==> src/rtl/core/alpm_pkg.sv <==
`timescale 1ns / 1ps

package alpm_pkg;

    // Widths of the port fields
    localparam int SAMPLE_W = 12;
    localparam int AMP_W    = 12;
    localparam int REF_W    = 12;
    localparam int LEN_W    = 16;
    localparam int LVL_W    = 7;

    // Converter resolution used inside the datapath
    localparam int SAMPLE_BITS = 12;

    // Dividend amp*100 and the widths around the decay sum
    localparam int NUM_W       = SAMPLE_BITS + LVL_W;
    localparam int DECAY_SHIFT = 5;
    localparam int DEC_W       = SAMPLE_BITS + DECAY_SHIFT;
    localparam int STEP_W      = $clog2(LVL_W);

    localparam logic [LEN_W-1:0]       WIN_LEN_RST    = LEN_W'(64);
    localparam logic [SAMPLE_BITS-1:0] REF_START      = SAMPLE_BITS'(200);
    localparam logic [SAMPLE_BITS-1:0] REF_FLOOR      = SAMPLE_BITS'(10);
    localparam logic [LVL_W-1:0]       FULL_SCALE_PCT = LVL_W'(100);

    // Window tracker status towards the sequencer
    typedef struct packed {
        logic                   close;
        logic [SAMPLE_BITS-1:0] amp;
    } t_win_stat;

    // Divider status towards the sequencer
    typedef struct packed {
        logic             busy;
        logic [LVL_W-1:0] quot;
    } t_div_stat;

endpackage

==> src/rtl/core/alpm_if.sv <==
`timescale 1ns / 1ps

// Sample channel
interface alpm_sample_if;
    logic        valid;
    logic        ready;
    logic [11:0] sample;
    modport source (output valid, output sample, input ready);
    modport sink   (input valid, input sample, output ready);
endinterface

// Result channel
interface alpm_result_if;
    logic        valid;
    logic        ready;
    logic [6:0]  level_percent;
    logic [11:0] amplitude;
    logic [11:0] reference;
    modport source (output valid, output level_percent, output amplitude,
                    output reference, input ready);
    modport sink   (input valid, input level_percent, input amplitude,
                    input reference, output ready);
endinterface

// Configuration write channel
interface alpm_cfg_if;
    logic        valid;
    logic        ready;
    logic [15:0] window_length;
    modport source (output valid, output window_length, input ready);
    modport sink   (input valid, input window_length, output ready);
endinterface

==> src/rtl/core/alpm_win.sv <==
`timescale 1ns / 1ps

module alpm_win import alpm_pkg::*; (
    input  logic                   i_clk,
    input  logic                   i_rst_n,
    input  logic                   i_take,
    input  logic [SAMPLE_BITS-1:0] i_sample,
    input  logic [LEN_W-1:0]       i_window_length,
    output t_win_stat              o_stat
);

    logic [SAMPLE_BITS-1:0] r_min, r_max;
    logic [LEN_W-1:0]       r_cnt;
    logic [SAMPLE_BITS-1:0] n_min, n_max;
    logic [LEN_W-1:0]       n_cnt;
    logic [LEN_W-1:0]       w_len;

    // Extremes and count including the offered sample
    always_comb begin
        n_min = (i_sample < r_min) ? i_sample : r_min;
        n_max = (i_sample > r_max) ? i_sample : r_max;
        n_cnt = r_cnt + LEN_W'(1);
        w_len = (i_window_length == '0) ? LEN_W'(1) : i_window_length;
        o_stat.close = (n_cnt >= w_len) || (n_cnt == '0);
        o_stat.amp   = n_max - n_min;
    end

    // Window state: reopen after the closing sample
    always_ff @(posedge i_clk) begin
        if (!i_rst_n) begin
            r_min <= '1;
            r_max <= '0;
            r_cnt <= '0;
        end else if (i_take) begin
            if (o_stat.close) begin
                r_min <= '1;
                r_max <= '0;
                r_cnt <= '0;
            end else begin
                r_min <= n_min;
                r_max <= n_max;
                r_cnt <= n_cnt;
            end
        end
    end

endmodule

==> src/rtl/core/alpm_div.sv <==
`timescale 1ns / 1ps

module alpm_div import alpm_pkg::*; (
    input  logic                   i_clk,
    input  logic                   i_rst_n,
    input  logic                   i_start,
    input  logic [NUM_W-1:0]       i_num,
    input  logic [SAMPLE_BITS-1:0] i_den,
    output t_div_stat              o_stat
);

    logic                   r_busy;
    logic [STEP_W-1:0]      r_step;
    logic [NUM_W-1:0]       r_rem;
    logic [SAMPLE_BITS-1:0] r_den;
    logic [LVL_W-1:0]       r_quot;
    logic [NUM_W:0]         w_den_sh;
    logic [NUM_W:0]         w_diff;
    logic                   w_fit;

    // Shared trial subtract of the shifted divisor
    always_comb begin
        w_den_sh = (NUM_W + 1)'(r_den) << r_step;
        w_diff   = {1'b0, r_rem} - w_den_sh;
        w_fit    = !w_diff[NUM_W];
    end

    // Step control
    always_ff @(posedge i_clk) begin
        if (!i_rst_n) begin
            r_busy <= 1'b0;
            r_step <= '0;
        end else if (i_start) begin
            r_busy <= 1'b1;
            r_step <= STEP_W'(LVL_W - 1);
        end else if (r_busy) begin
            if (r_step == '0) begin
                r_busy <= 1'b0;
            end else begin
                r_step <= r_step - STEP_W'(1);
            end
        end
    end

    // Remainder and quotient, one bit a step
    always_ff @(posedge i_clk) begin
        if (i_start) begin
            r_rem  <= i_num;
            r_den  <= i_den;
            r_quot <= '0;
        end else if (r_busy && w_fit) begin
            r_rem          <= w_diff[NUM_W-1:0];
            r_quot[r_step] <= 1'b1;
        end
    end

    assign o_stat.busy = r_busy;
    assign o_stat.quot = r_quot;

endmodule

==> src/rtl/core/audio_level_percent_meter_unit.sv <==
// Peak-to-peak level meter. Each sample beat updates the window minimum and
// maximum and the block is ready again at once. The sample that completes a
// window of window_length samples (0 counts as 1) yields one result beat: the
// amplitude, the updated peak reference (starts at 200, replaced by a larger
// amplitude, else decays as (ref*31+amp)/32, floored at 10) and the level
// amp*100/ref, capped at 100. That sample keeps the input not ready through
// the reference update, the load of the bit-serial divider, the divider that
// produces one quotient bit a cycle, and the load of the result register,
// which waits while the previous result beat is still not taken. A
// configuration write is taken in any cycle and leaves the window in progress
// as it is.
`timescale 1ns / 1ps

module audio_level_percent_meter_unit import alpm_pkg::*; (
    input  logic        i_clk,
    input  logic        i_rst_n,
    alpm_sample_if.sink   i_in,
    alpm_result_if.source o_out,
    alpm_cfg_if.sink      i_cfg
);

    typedef enum logic [1:0] {
        S_IDLE,
        S_REF,
        S_LOAD,
        S_DIV
    } t_state;

    t_state                 r_state;
    logic [LEN_W-1:0]       r_wlen;
    logic [SAMPLE_BITS-1:0] r_amp;
    logic [SAMPLE_BITS-1:0] r_peak_ref;
    logic                   r_out_valid;
    logic [LVL_W-1:0]       r_out_lvl;
    logic [SAMPLE_BITS-1:0] r_out_amp;
    logic [SAMPLE_BITS-1:0] r_out_ref;

    logic                   w_accept;
    logic                   w_out_free;
    logic                   w_div_start;
    t_win_stat              w_win;
    t_div_stat              w_div;
    logic [DEC_W-1:0]       w_dec_sum;
    logic [SAMPLE_BITS-1:0] w_ref_raw;
    logic [SAMPLE_BITS-1:0] n_peak_ref;
    logic [NUM_W-1:0]       w_num;
    logic [LVL_W-1:0]       w_lvl;
    logic                   w_out_load;

    assign i_in.ready  = (r_state == S_IDLE);
    assign i_cfg.ready = 1'b1;
    assign w_accept    = i_in.valid && i_in.ready;
    assign w_out_free  = !r_out_valid || o_out.ready;

    alpm_win u_win (
        .i_clk           (i_clk),
        .i_rst_n         (i_rst_n),
        .i_take          (w_accept),
        .i_sample        (i_in.sample[SAMPLE_BITS-1:0]),
        .i_window_length (r_wlen),
        .o_stat          (w_win)
    );

    // Reference update: replace, or decay towards the amplitude, then floor
    always_comb begin
        w_dec_sum  = (DEC_W'(r_peak_ref) << DECAY_SHIFT) - DEC_W'(r_peak_ref)
                   + DEC_W'(r_amp);
        w_ref_raw  = (r_amp > r_peak_ref) ? r_amp
                                          : w_dec_sum[DEC_W-1:DECAY_SHIFT];
        n_peak_ref = (w_ref_raw < REF_FLOOR) ? REF_FLOOR : w_ref_raw;
    end

    // Dividend amp*100 for the divider
    assign w_num       = NUM_W'(r_amp) * NUM_W'(FULL_SCALE_PCT);
    assign w_div_start = (r_state == S_LOAD);

    alpm_div u_div (
        .i_clk   (i_clk),
        .i_rst_n (i_rst_n),
        .i_start (w_div_start),
        .i_num   (w_num),
        .i_den   (r_peak_ref),
        .o_stat  (w_div)
    );

    assign w_lvl      = (w_div.quot > FULL_SCALE_PCT) ? FULL_SCALE_PCT : w_div.quot;
    assign w_out_load = (r_state == S_DIV) && !w_div.busy && w_out_free;

    // Sequencer, configuration register and result register
    always_ff @(posedge i_clk) begin
        if (!i_rst_n) begin
            r_state     <= S_IDLE;
            r_wlen      <= WIN_LEN_RST;
            r_amp       <= '0;
            r_peak_ref  <= REF_START;
            r_out_valid <= 1'b0;
            r_out_lvl   <= '0;
            r_out_amp   <= '0;
            r_out_ref   <= '0;
        end else begin
            if (i_cfg.valid && i_cfg.ready) begin
                r_wlen <= i_cfg.window_length;
            end
            if (w_out_load) begin
                r_out_valid <= 1'b1;
                r_out_lvl   <= w_lvl;
                r_out_amp   <= r_amp;
                r_out_ref   <= r_peak_ref;
            end else if (o_out.ready) begin
                r_out_valid <= 1'b0;
            end
            case (r_state)
                S_IDLE: begin
                    if (w_accept && w_win.close) begin
                        r_amp   <= w_win.amp;
                        r_state <= S_REF;
                    end
                end
                S_REF: begin
                    r_peak_ref <= n_peak_ref;
                    r_state    <= S_LOAD;
                end
                S_LOAD: begin
                    r_state <= S_DIV;
                end
                S_DIV: begin
                    if (w_out_load) begin
                        r_state <= S_IDLE;
                    end
                end
                default: begin
                    r_state <= S_IDLE;
                end
            endcase
        end
    end

    assign o_out.valid         = r_out_valid;
    assign o_out.level_percent = r_out_lvl;
    assign o_out.amplitude     = AMP_W'(r_out_amp);
    assign o_out.reference     = REF_W'(r_out_ref);

    // Divider only runs while the sequencer waits for it
    a_div_in_div: assert property (@(posedge i_clk) disable iff (!i_rst_n)
        w_div.busy |-> (r_state == S_DIV))
        else $error("divider busy outside divide state");

    // Reference never drops below its floor
    a_ref_floor: assert property (@(posedge i_clk) disable iff (!i_rst_n)
        r_peak_ref >= REF_FLOOR)
        else $error("peak reference below floor");

    // A result never shows an amplitude above its reference or a level above 100
    a_amp_le_ref: assert property (@(posedge i_clk) disable iff (!i_rst_n)
        r_out_valid |-> (r_out_amp <= r_out_ref && r_out_lvl <= FULL_SCALE_PCT))
        else $error("result amplitude above reference");

    // A closing sample starts the divider after the reference update state, in the load state
    a_close_div: assert property (@(posedge i_clk) disable iff (!i_rst_n)
        (w_accept && w_win.close) |-> ##2 w_div_start)
        else $error("closing sample did not start divider");

endmodule

==> src/flat_wrapper.sv <==
// flat-port wrapper written by rule: the top's interface ports become plain ports
module audio_level_percent_meter_unit_flat import alpm_pkg::*;
  (i_clk, i_rst_n, i_in_valid, i_in_sample, i_in_ready, o_out_valid, o_out_level_percent, o_out_amplitude, o_out_reference, o_out_ready, i_cfg_valid, i_cfg_window_length, i_cfg_ready);
  alpm_sample_if i_in_i ();
  alpm_result_if o_out_i ();
  alpm_cfg_if i_cfg_i ();
  input  logic i_clk;
  input  logic i_rst_n;
  input wire logic [$bits(i_in_i.valid)-1:0] i_in_valid;
  input wire logic [$bits(i_in_i.sample)-1:0] i_in_sample;
  output wire logic [$bits(i_in_i.ready)-1:0] i_in_ready;
  output wire logic [$bits(o_out_i.valid)-1:0] o_out_valid;
  output wire logic [$bits(o_out_i.level_percent)-1:0] o_out_level_percent;
  output wire logic [$bits(o_out_i.amplitude)-1:0] o_out_amplitude;
  output wire logic [$bits(o_out_i.reference)-1:0] o_out_reference;
  input wire logic [$bits(o_out_i.ready)-1:0] o_out_ready;
  input wire logic [$bits(i_cfg_i.valid)-1:0] i_cfg_valid;
  input wire logic [$bits(i_cfg_i.window_length)-1:0] i_cfg_window_length;
  output wire logic [$bits(i_cfg_i.ready)-1:0] i_cfg_ready;
  assign i_in_i.valid = i_in_valid;
  assign i_in_i.sample = i_in_sample;
  assign i_in_ready = i_in_i.ready;
  assign o_out_valid = o_out_i.valid;
  assign o_out_level_percent = o_out_i.level_percent;
  assign o_out_amplitude = o_out_i.amplitude;
  assign o_out_reference = o_out_i.reference;
  assign o_out_i.ready = o_out_ready;
  assign i_cfg_i.valid = i_cfg_valid;
  assign i_cfg_i.window_length = i_cfg_window_length;
  assign i_cfg_ready = i_cfg_i.ready;
  audio_level_percent_meter_unit u_core (.i_clk(i_clk), .i_rst_n(i_rst_n), .i_in(i_in_i), .o_out(o_out_i), .i_cfg(i_cfg_i));
endmodule
==> config.mk <==
export PLATFORM = sky130hd
export DESIGN_NAME = audio_level_percent_meter_unit_flat
export DESIGN_NICKNAME = d
export VERILOG_FILES = /design/src/rtl/core/alpm_pkg.sv /design/src/rtl/core/alpm_if.sv /design/src/rtl/core/alpm_win.sv /design/src/rtl/core/alpm_div.sv /design/src/rtl/core/audio_level_percent_meter_unit.sv /design/src/flat_wrapper.sv
export SDC_FILE = /design/constraint.sdc
export NUM_CORES = 1
export LEC_CHECK = 0
export ABC_CLOCK_PERIOD_IN_PS = 4500
export BUFFER_PORTS_ARGS = -buffer_cell sky130_fd_sc_hd__buf_2
export CORE_MARGIN = 2
export CORE_UTILIZATION = 58
export CTS_BUF_LIST = sky130_fd_sc_hd__clkbuf_8
export DETAILED_ROUTE_END_ITERATION = 10
export PLACE_DENSITY = 0.76
export SETUP_SLACK_MARGIN = 0.05
export SLEW_MARGIN = 20
export SYNTH_ARGS = -nofsm -noshare
export SYNTH_HDL_FRONTEND = slang
export SYNTH_SLANG_ARGS = --single-unit
==> constraint.sdc <==
create_clock -name i_clk -period 4.5 [get_ports i_clk]
set_clock_uncertainty 0.15 [all_clocks]
set_input_delay 0.225 -clock i_clk [delete_from_list [all_inputs] [get_ports i_clk]]
set_output_delay 0.225 -clock i_clk [all_outputs]
set_load 0.03 [all_outputs]
# After elaboration in Yosys (flattened, before gate mapping)

Cells that the tools add are included.

Register bits after elaboration: 156
Input bits: 33
Word-level logic and storage cells: 90

$add $sub $neg: 6
$mul: 1
$lt $le $gt $ge: 8
Eq/ne operators: 6
Shift-type cells: 1
Mux-type cells: 24
Bitwise operators: 3
Reduce and logical (&&, ||, !) cells: 23

Operator list:

| operator                                             | number |
|---|---|
| two-way mux 12 bit                                   | 6 |
| two-way mux 19 bit                                   | 2 |
| zero test 16 bit                                     | 2 |
| two-way mux 16 bit                                   | 2 |
| greater-than comparator 12 bit                       | 2 |
| << shifter 12 x 3 -> 20 bit                          | 1 |
| subtractor 19 x 20 -> 20 bit                         | 1 |
| adder 17 x 12 -> 17 bit                              | 1 |
| multiplier 12 x 5 -> 17 bit, second input constant   | 1 |
| subtractor 17 x 12 -> 17 bit                         | 1 |
| adder 16 x 1 -> 16 bit, second input constant        | 1 |
| >= comparator 16 bit                                 | 1 |
| < comparator 12 bit                                  | 1 |
| < comparator 12 x 4 -> 1 bit, second input constant  | 1 |
| subtractor 12 bit                                    | 1 |
| two-way mux 3 bit                                    | 3 |
| case mux 2 bit (4 select lines)                      | 1 |
| AND reduction 2 bit                                  | 4 |
| greater-than comparator 7 bit, second input constant | 1 |
| two-way mux 7 bit                                    | 1 |
| bitwise OR 7 bit                                     | 1 |
| logical AND 1 bit                                    | 6 |
| two-way mux 1 bit                                    | 6 |
| nonzero test 2 bit                                   | 3 |
| other kinds (15)                                     | 22 |

# Logic depth before layout (Yosys ltp)

Word-level depth: 7
Depth in mapped cells: 20
Depth with buffers taken out: 17

# Hierarchy

Synthesis repeated with hierarchy kept, for this count alone.

Cell total of the unflattened synthesis: 1510
Area, all modules: 12255.5 um^2

Modules (own cells, without submodules):

| module                         | instances | cells an instance | area each (um^2) | seq. area each (um^2) |
|---|---|---|---|---|
| audio_level_percent_meter_unit | 1         | 616               | 5117.4           | 1481.4 |
| alpm_win                       | 1         | 567               | 4119.0           | 800.8 |
| alpm_div                       | 1         | 327               | 3019.1           | 1151.1 |

# Worst setup path before layout

No wires, ideal clock.

Path kind: register to register
From: register u_core.u_win.r_max[7]
To: register u_core.r_amp[9]
Arrival time: 4.430 ns
Data required time: 4.255 ns
Slack: -0.175 ns
Stages on the path, launching flop included: 20
Buffers on the path: 4
Clock period less this slack: 4.675 ns
Cell sequence: dfxtp_1 clkbuf_1 inv_1 ha_1 and2_1 a221o_1 a221o_1 o21a_1 buf_6 buf_6 clkbuf_1 o21ai_0 ha_1 a21o_1 a32oi_1 o2bb2ai_1 o31ai_1 a211oi_1 or4_1 o311ai_1

Cells in the longest elaborated chain, start to end: 3

Ends and longest elaborated chain:

| item                           | RTL line                              | text |
|---|---|---|
| start, declared                | alpm_win.sv:12                        | `logic [SAMPLE_BITS-1:0] r_min, r_max;` |
| start signal, assigned         | alpm_win.sv:41                        | `r_max <= n_max;` |
| greater-than comparator 12 bit | alpm_win.sv:21                        | `n_max = (i_sample > r_max) ? i_sample : r_max;` |
| two-way mux 12 bit *           | alpm_win.sv:21                        |  |
| subtractor 12 bit *            | alpm_win.sv:25                        | `o_stat.amp = n_max - n_min;` |
| end signal, assigned           | audio_level_percent_meter_unit.sv:115 | `r_amp <= w_win.amp;` |
| end, declared                  | audio_level_percent_meter_unit.sv:31  | `logic [SAMPLE_BITS-1:0] r_amp;` |

Mark *: on every way between the ends. The rest lies on a longest branch, timed or not.
A chain may end at the register's enable or synchronous reset.

# Worst setup path after layout

From: register u_core.r_amp[4]
To: register u_core.u_div.r_rem[18] (data pin)

Cells in the longest elaborated chain, start to end: 2

Ends and longest elaborated chain:

| item                        | RTL line                             | text |
|---|---|---|
| multiplier 12 x 5 -> 17 bit | audio_level_percent_meter_unit.sv:74 | `assign w_num = NUM_W'(r_amp) * NUM_W'(FULL_SCALE_PCT);` |
| two-way mux 19 bit          | alpm_div.sv:47                       | `if (i_start) begin` |
| end signal, assigned        | alpm_div.sv:48                       | `r_rem <= i_num;` |
| end signal, assigned        | alpm_div.sv:52                       | `r_rem <= w_diff[NUM_W-1:0];` |
| end, declared               | alpm_div.sv:14                       | `logic [NUM_W-1:0] r_rem;` |

No other way between the ends.

==> load_flow_metrics.sql <==
INSERT INTO impl_metrics (metric_group, metric, value, unit) VALUES
('power_and_ir_drop', 'p_sw', '2.101', 'mW'),
('yosys', 'mappedNetlistNets', '1630', ''),
('min_path', 'min_path_type', 'input pin to flop', ''),
('floorplanning', 'ios', '67', ''),
('drt', 'wl_per_cell', '16.86', 'um'),
('worst_setup_path', 'crit_path_top_delay_cell', 'dfxtp_1', ''),
('sta', 'setup_viol_count_final', '0', ''),
('floorplanning', 'floorplan.die_area', '0.02151', 'mm2'),
('global_route', 'grt_first_pass_wirelength', '50250', 'um'),
('worst_setup_path', 'timing.critical_path.required', '4.65', 'ns'),
('power_and_ir_drop', 'power_per_cell_area', '385.4', 'mW/mm2'),
('floorplanning', 'std_cell_rows', '52', ''),
('floorplanning', 'die_height', '146.7', 'um'),
('sta', 'max_clock_freq', '235.0', 'MHz'),
('placed_design', 'setup_slack_placement', '0.1027', 'ns'),
('finish', 'diodes', '0', ''),
('clocking', 'path_clk_slew', '0.09', 'ns'),
('finish', 'finalNetCount', '1702', ''),
('yosys', 'synthCells', '1441', ''),
('finish', 'layout.cells.most_common', 'nand2_1', ''),
('placed_design', 'placed_cells', '1743', ''),
('sta', 'max_slew_headroom', '30.64', '%'),
('finish', 'register_area', '0.003421', 'mm2'),
('power_and_ir_drop', 'cellLeakagePower', '5.848', 'nW'),
('clocking', 'clock_tree.root_cell', 'clkbuf_8', ''),
('power_and_ir_drop', 'power.share.clock', '21.7', '%'),
('drt', 'number_of_vias_in_the_routed_layout', '10730', ''),
('global_route', 'first_global_vias', '10390', ''),
('yosys', 'ys.warnings.count', '0', ''),
('global_route', 'antenna_found_initial', '0', ''),
('power_and_ir_drop', 'power.share.switching', '41.52', '%'),
('sta', 'slew_of_the_pin_with_the_lowest_slew_margin', '1.036', 'ns'),
('floorplanning', 'core_area', '0.02010', 'mm2'),
('yosys', 'mappedNetlistArea', '0.01181', 'mm2'),
('sta', 'finalMaxSlewViolations', '0', ''),
('placed_design', 'dp_hpwl', '22220', 'um'),
('worst_setup_path', 'r2r_setup_slack', '0.25', 'ns'),
('finish', 'layout.core_utilization', '65.31', '%'),
('clocking', 'cts_max_level', '4', ''),
('sta', 'timing.final.crit_period', '4.255', 'ns'),
('sta', 'setup_repair_after_global_routing_missed_its_margin', 'true', ''),
('sta', 'fin_tns_setup', '0', 'ns'),
('power_and_ir_drop', 'comb_power_share', '44.6', '%'),
('drt', 'drt-total-wl', '30280', 'um'),
('yosys', 'synthArstFlopShare', '0', '%'),
('drt', 'drc', '0', ''),
('run_status', 'status', 'finished clean', ''),
('global_route', 'maximum_number_of_pins_on_one_net_before_global_route_repair', '51', ''),
('placed_design', 'placed_area', '0.01247', 'mm2'),
('global_route', 'groute.usage.overall', '28.40', '%'),
('finish', 'layout_common_cells', 'nand2_1 (171), ha_1 (138), inv_1 (134)', ''),
('global_route', 'globalRoute.totalOverflow', '0', ''),
('finish', 'layout_cell_share_with_drive_strength_beyond_1', '10.88', '%'),
('yosys', 'ys_dominant_reg_cell', 'dfxtp_1', ''),
('job', 'max_cap_viol_count', '0', ''),
('worst_setup_path', 'cp_slowest_stage_delay', '0.59', 'ns'),
('clocking', 'cts_tree', 'yes', ''),
('yosys', 'synth_edf_count', '29', ''),
('floorplanning', 'die_width', '146.7', 'um'),
('yosys', 'synth.lib_cells_used.distinct', '80', ''),
('yosys', 'synthesis.area_per_instance', '8.193', 'um2'),
('worst_setup_path', 'ff2ff_path_depth', '15', ''),
('sta', 'final_worst_setup_slack', '0.2455', 'ns'),
('worst_setup_path', 'crit_fanout', '7', ''),
('worst_setup_path', 'timing_worst_setup_path_type', 'flop to flop', ''),
('finish', 'multi_input_area', '0.007671', 'mm2'),
('worst_setup_path', 'worstPathCellList', 'ha_1 -> ha_1 -> inv_1 -> fa_1 -> inv_1 -> ha_1 -> a21oi_1 -> o21bai_1 -> a21oi_1 -> o21bai_1 -> a21oi_1 -> o21ai_0 -> o41ai_2 -> mux2_2 -> o31ai_1', ''),
('finish', 'layoutNonFillerInstCount', '1796', ''),
('finish', 'synthToLayoutAreaGrowth', '11.21', '%'),
('clocking', 'cts_buffers', '17', ''),
('worst_setup_path', 'critical_path_arrival', '4.41', 'ns');
logic make-up after synthesis:
family / count (synthesis) / synth area share (%)
buffers and inverters: 199 / 6.571
other: 1 / 0.03176
AOI/OAI and AO/OA: 365 / 19.68
adders and majority gates: 157 / 17.70
and+or+nand+nor: 442 / 17.34
xor gates and xnor gates: 64 / 4.748
DFF: 156 / 28.91
muxes: 57 / 5.023
layout make-up:
cell class	instances	area share, %
multi-input combinational	1086	58.42
clock inverter	15	1.258
inverter	134	3.831
sequential	156	26.05
timing repair buffer	118	6.080
clock buffer	17	1.782
tap	270	2.573
registers in the layout (all words and copies together) (netlist names), 12 cells and up:
| register | cells |
|---|---|
| u_core.u_win.r_cnt | 16 |
| u_core.r_amp | 12 |
| u_core.r_wlen | 16 |
| u_core.u_div.r_den | 12 |
| u_core.r_peak_ref | 12 |
| u_core.o_out.amplitude | 12 |
| u_core.u_win.r_min | 12 |
| u_core.u_div.r_rem | 19 |
| u_core.u_win.r_max | 12 |
| u_core.o_out.reference | 12 |
path summary, 6_finish.rpt:
kind | start | endpoint
worst max-delay path | u_core.r_amp[4] | u_core.u_div.r_rem[18]
worst min-delay path | i_in_sample[8] | u_core.u_win.r_min[8]
worst max register to register | u_core.r_amp[4] | u_core.u_div.r_rem[18]
worst min register to register | u_core.o_out.reference[8] | u_core.o_out.reference[8]
layer usage:
metal / track usage [%] / vias to the layer above / part of all wire (%)
li1: - / 5235 / -
met1: 37.41 / 5097 / 45
met2: 47.44 / 332 / 47
met3: 4.500 / 65 / 5.6
met4: 9.951 / 0 / 2.8
met5: 0 / - / 0
Yosys cell counts (all sizes together) (11+ instances only):
cell	n	share of area, %
a211oi	20	1.3
a21o	22	1.4
edfxtp	29	7.4
inv	133	4.2
o21a	13	0.83
a21oi	125	5.3
mux2i	49	4.3
ha	139	15
clkbuf	47	1.5
xnor2	42	3.1
and3	15	0.79
fa	17	2.9
o21ai	71	3.1
nand3	48	2.0
nor2b	14	0.74
buf	18	0.82
nand4	13	0.69
nand2	171	5.4
o31ai	18	1.1
xor2	22	1.6
nor3	22	0.97
dfxtp	127	22
nand2b	11	0.58
nor2	101	3.2
through the flow:
stage,power [mW],hold WS (ns)
2_1_floorplan,3.377,0.1991
3_3_place_gp,3.851,0.2884
3_5_place_dp,3.912,0.2948
4_1_cts,5.020,0.04412
5_1_grt,5.391,0.09401
6_report,5.060,0.04654
critical path: cells and delay by family, from the launching register on:
| family | cells | cell delay, ns |
|---|---|---|
| DFF | 1 | 0.59 |
| AOI/OAI and AO/OA | 8 | 1.44 |
| muxes | 1 | 0.38 |
| buffers and inverters | 2 | 0.09 |
| adders and majority gates | 4 | 1.42 |
power groups by stage:
stage / clock (mW) / sequential [mW] / combinational (mW)
2_1_floorplan: 0 / 1.67 / 1.70
3_3_place_gp: 0 / 1.73 / 2.12
3_5_place_dp: 0 / 1.74 / 2.18
4_1_cts: 1.11 / 1.70 / 2.20
5_1_grt: 1.16 / 1.72 / 2.52
6_report: 1.10 / 1.71 / 2.25
what timing repair did:
item	in CTS	in global routing
endpoints found under the hold margin	21	0
hold buffers	20	0
gates resized for setup	0	14
buffers inserted	0	1
endpoints found under the setup margin	0	35
Note: power is estimated with default switching activity, not from simulation.
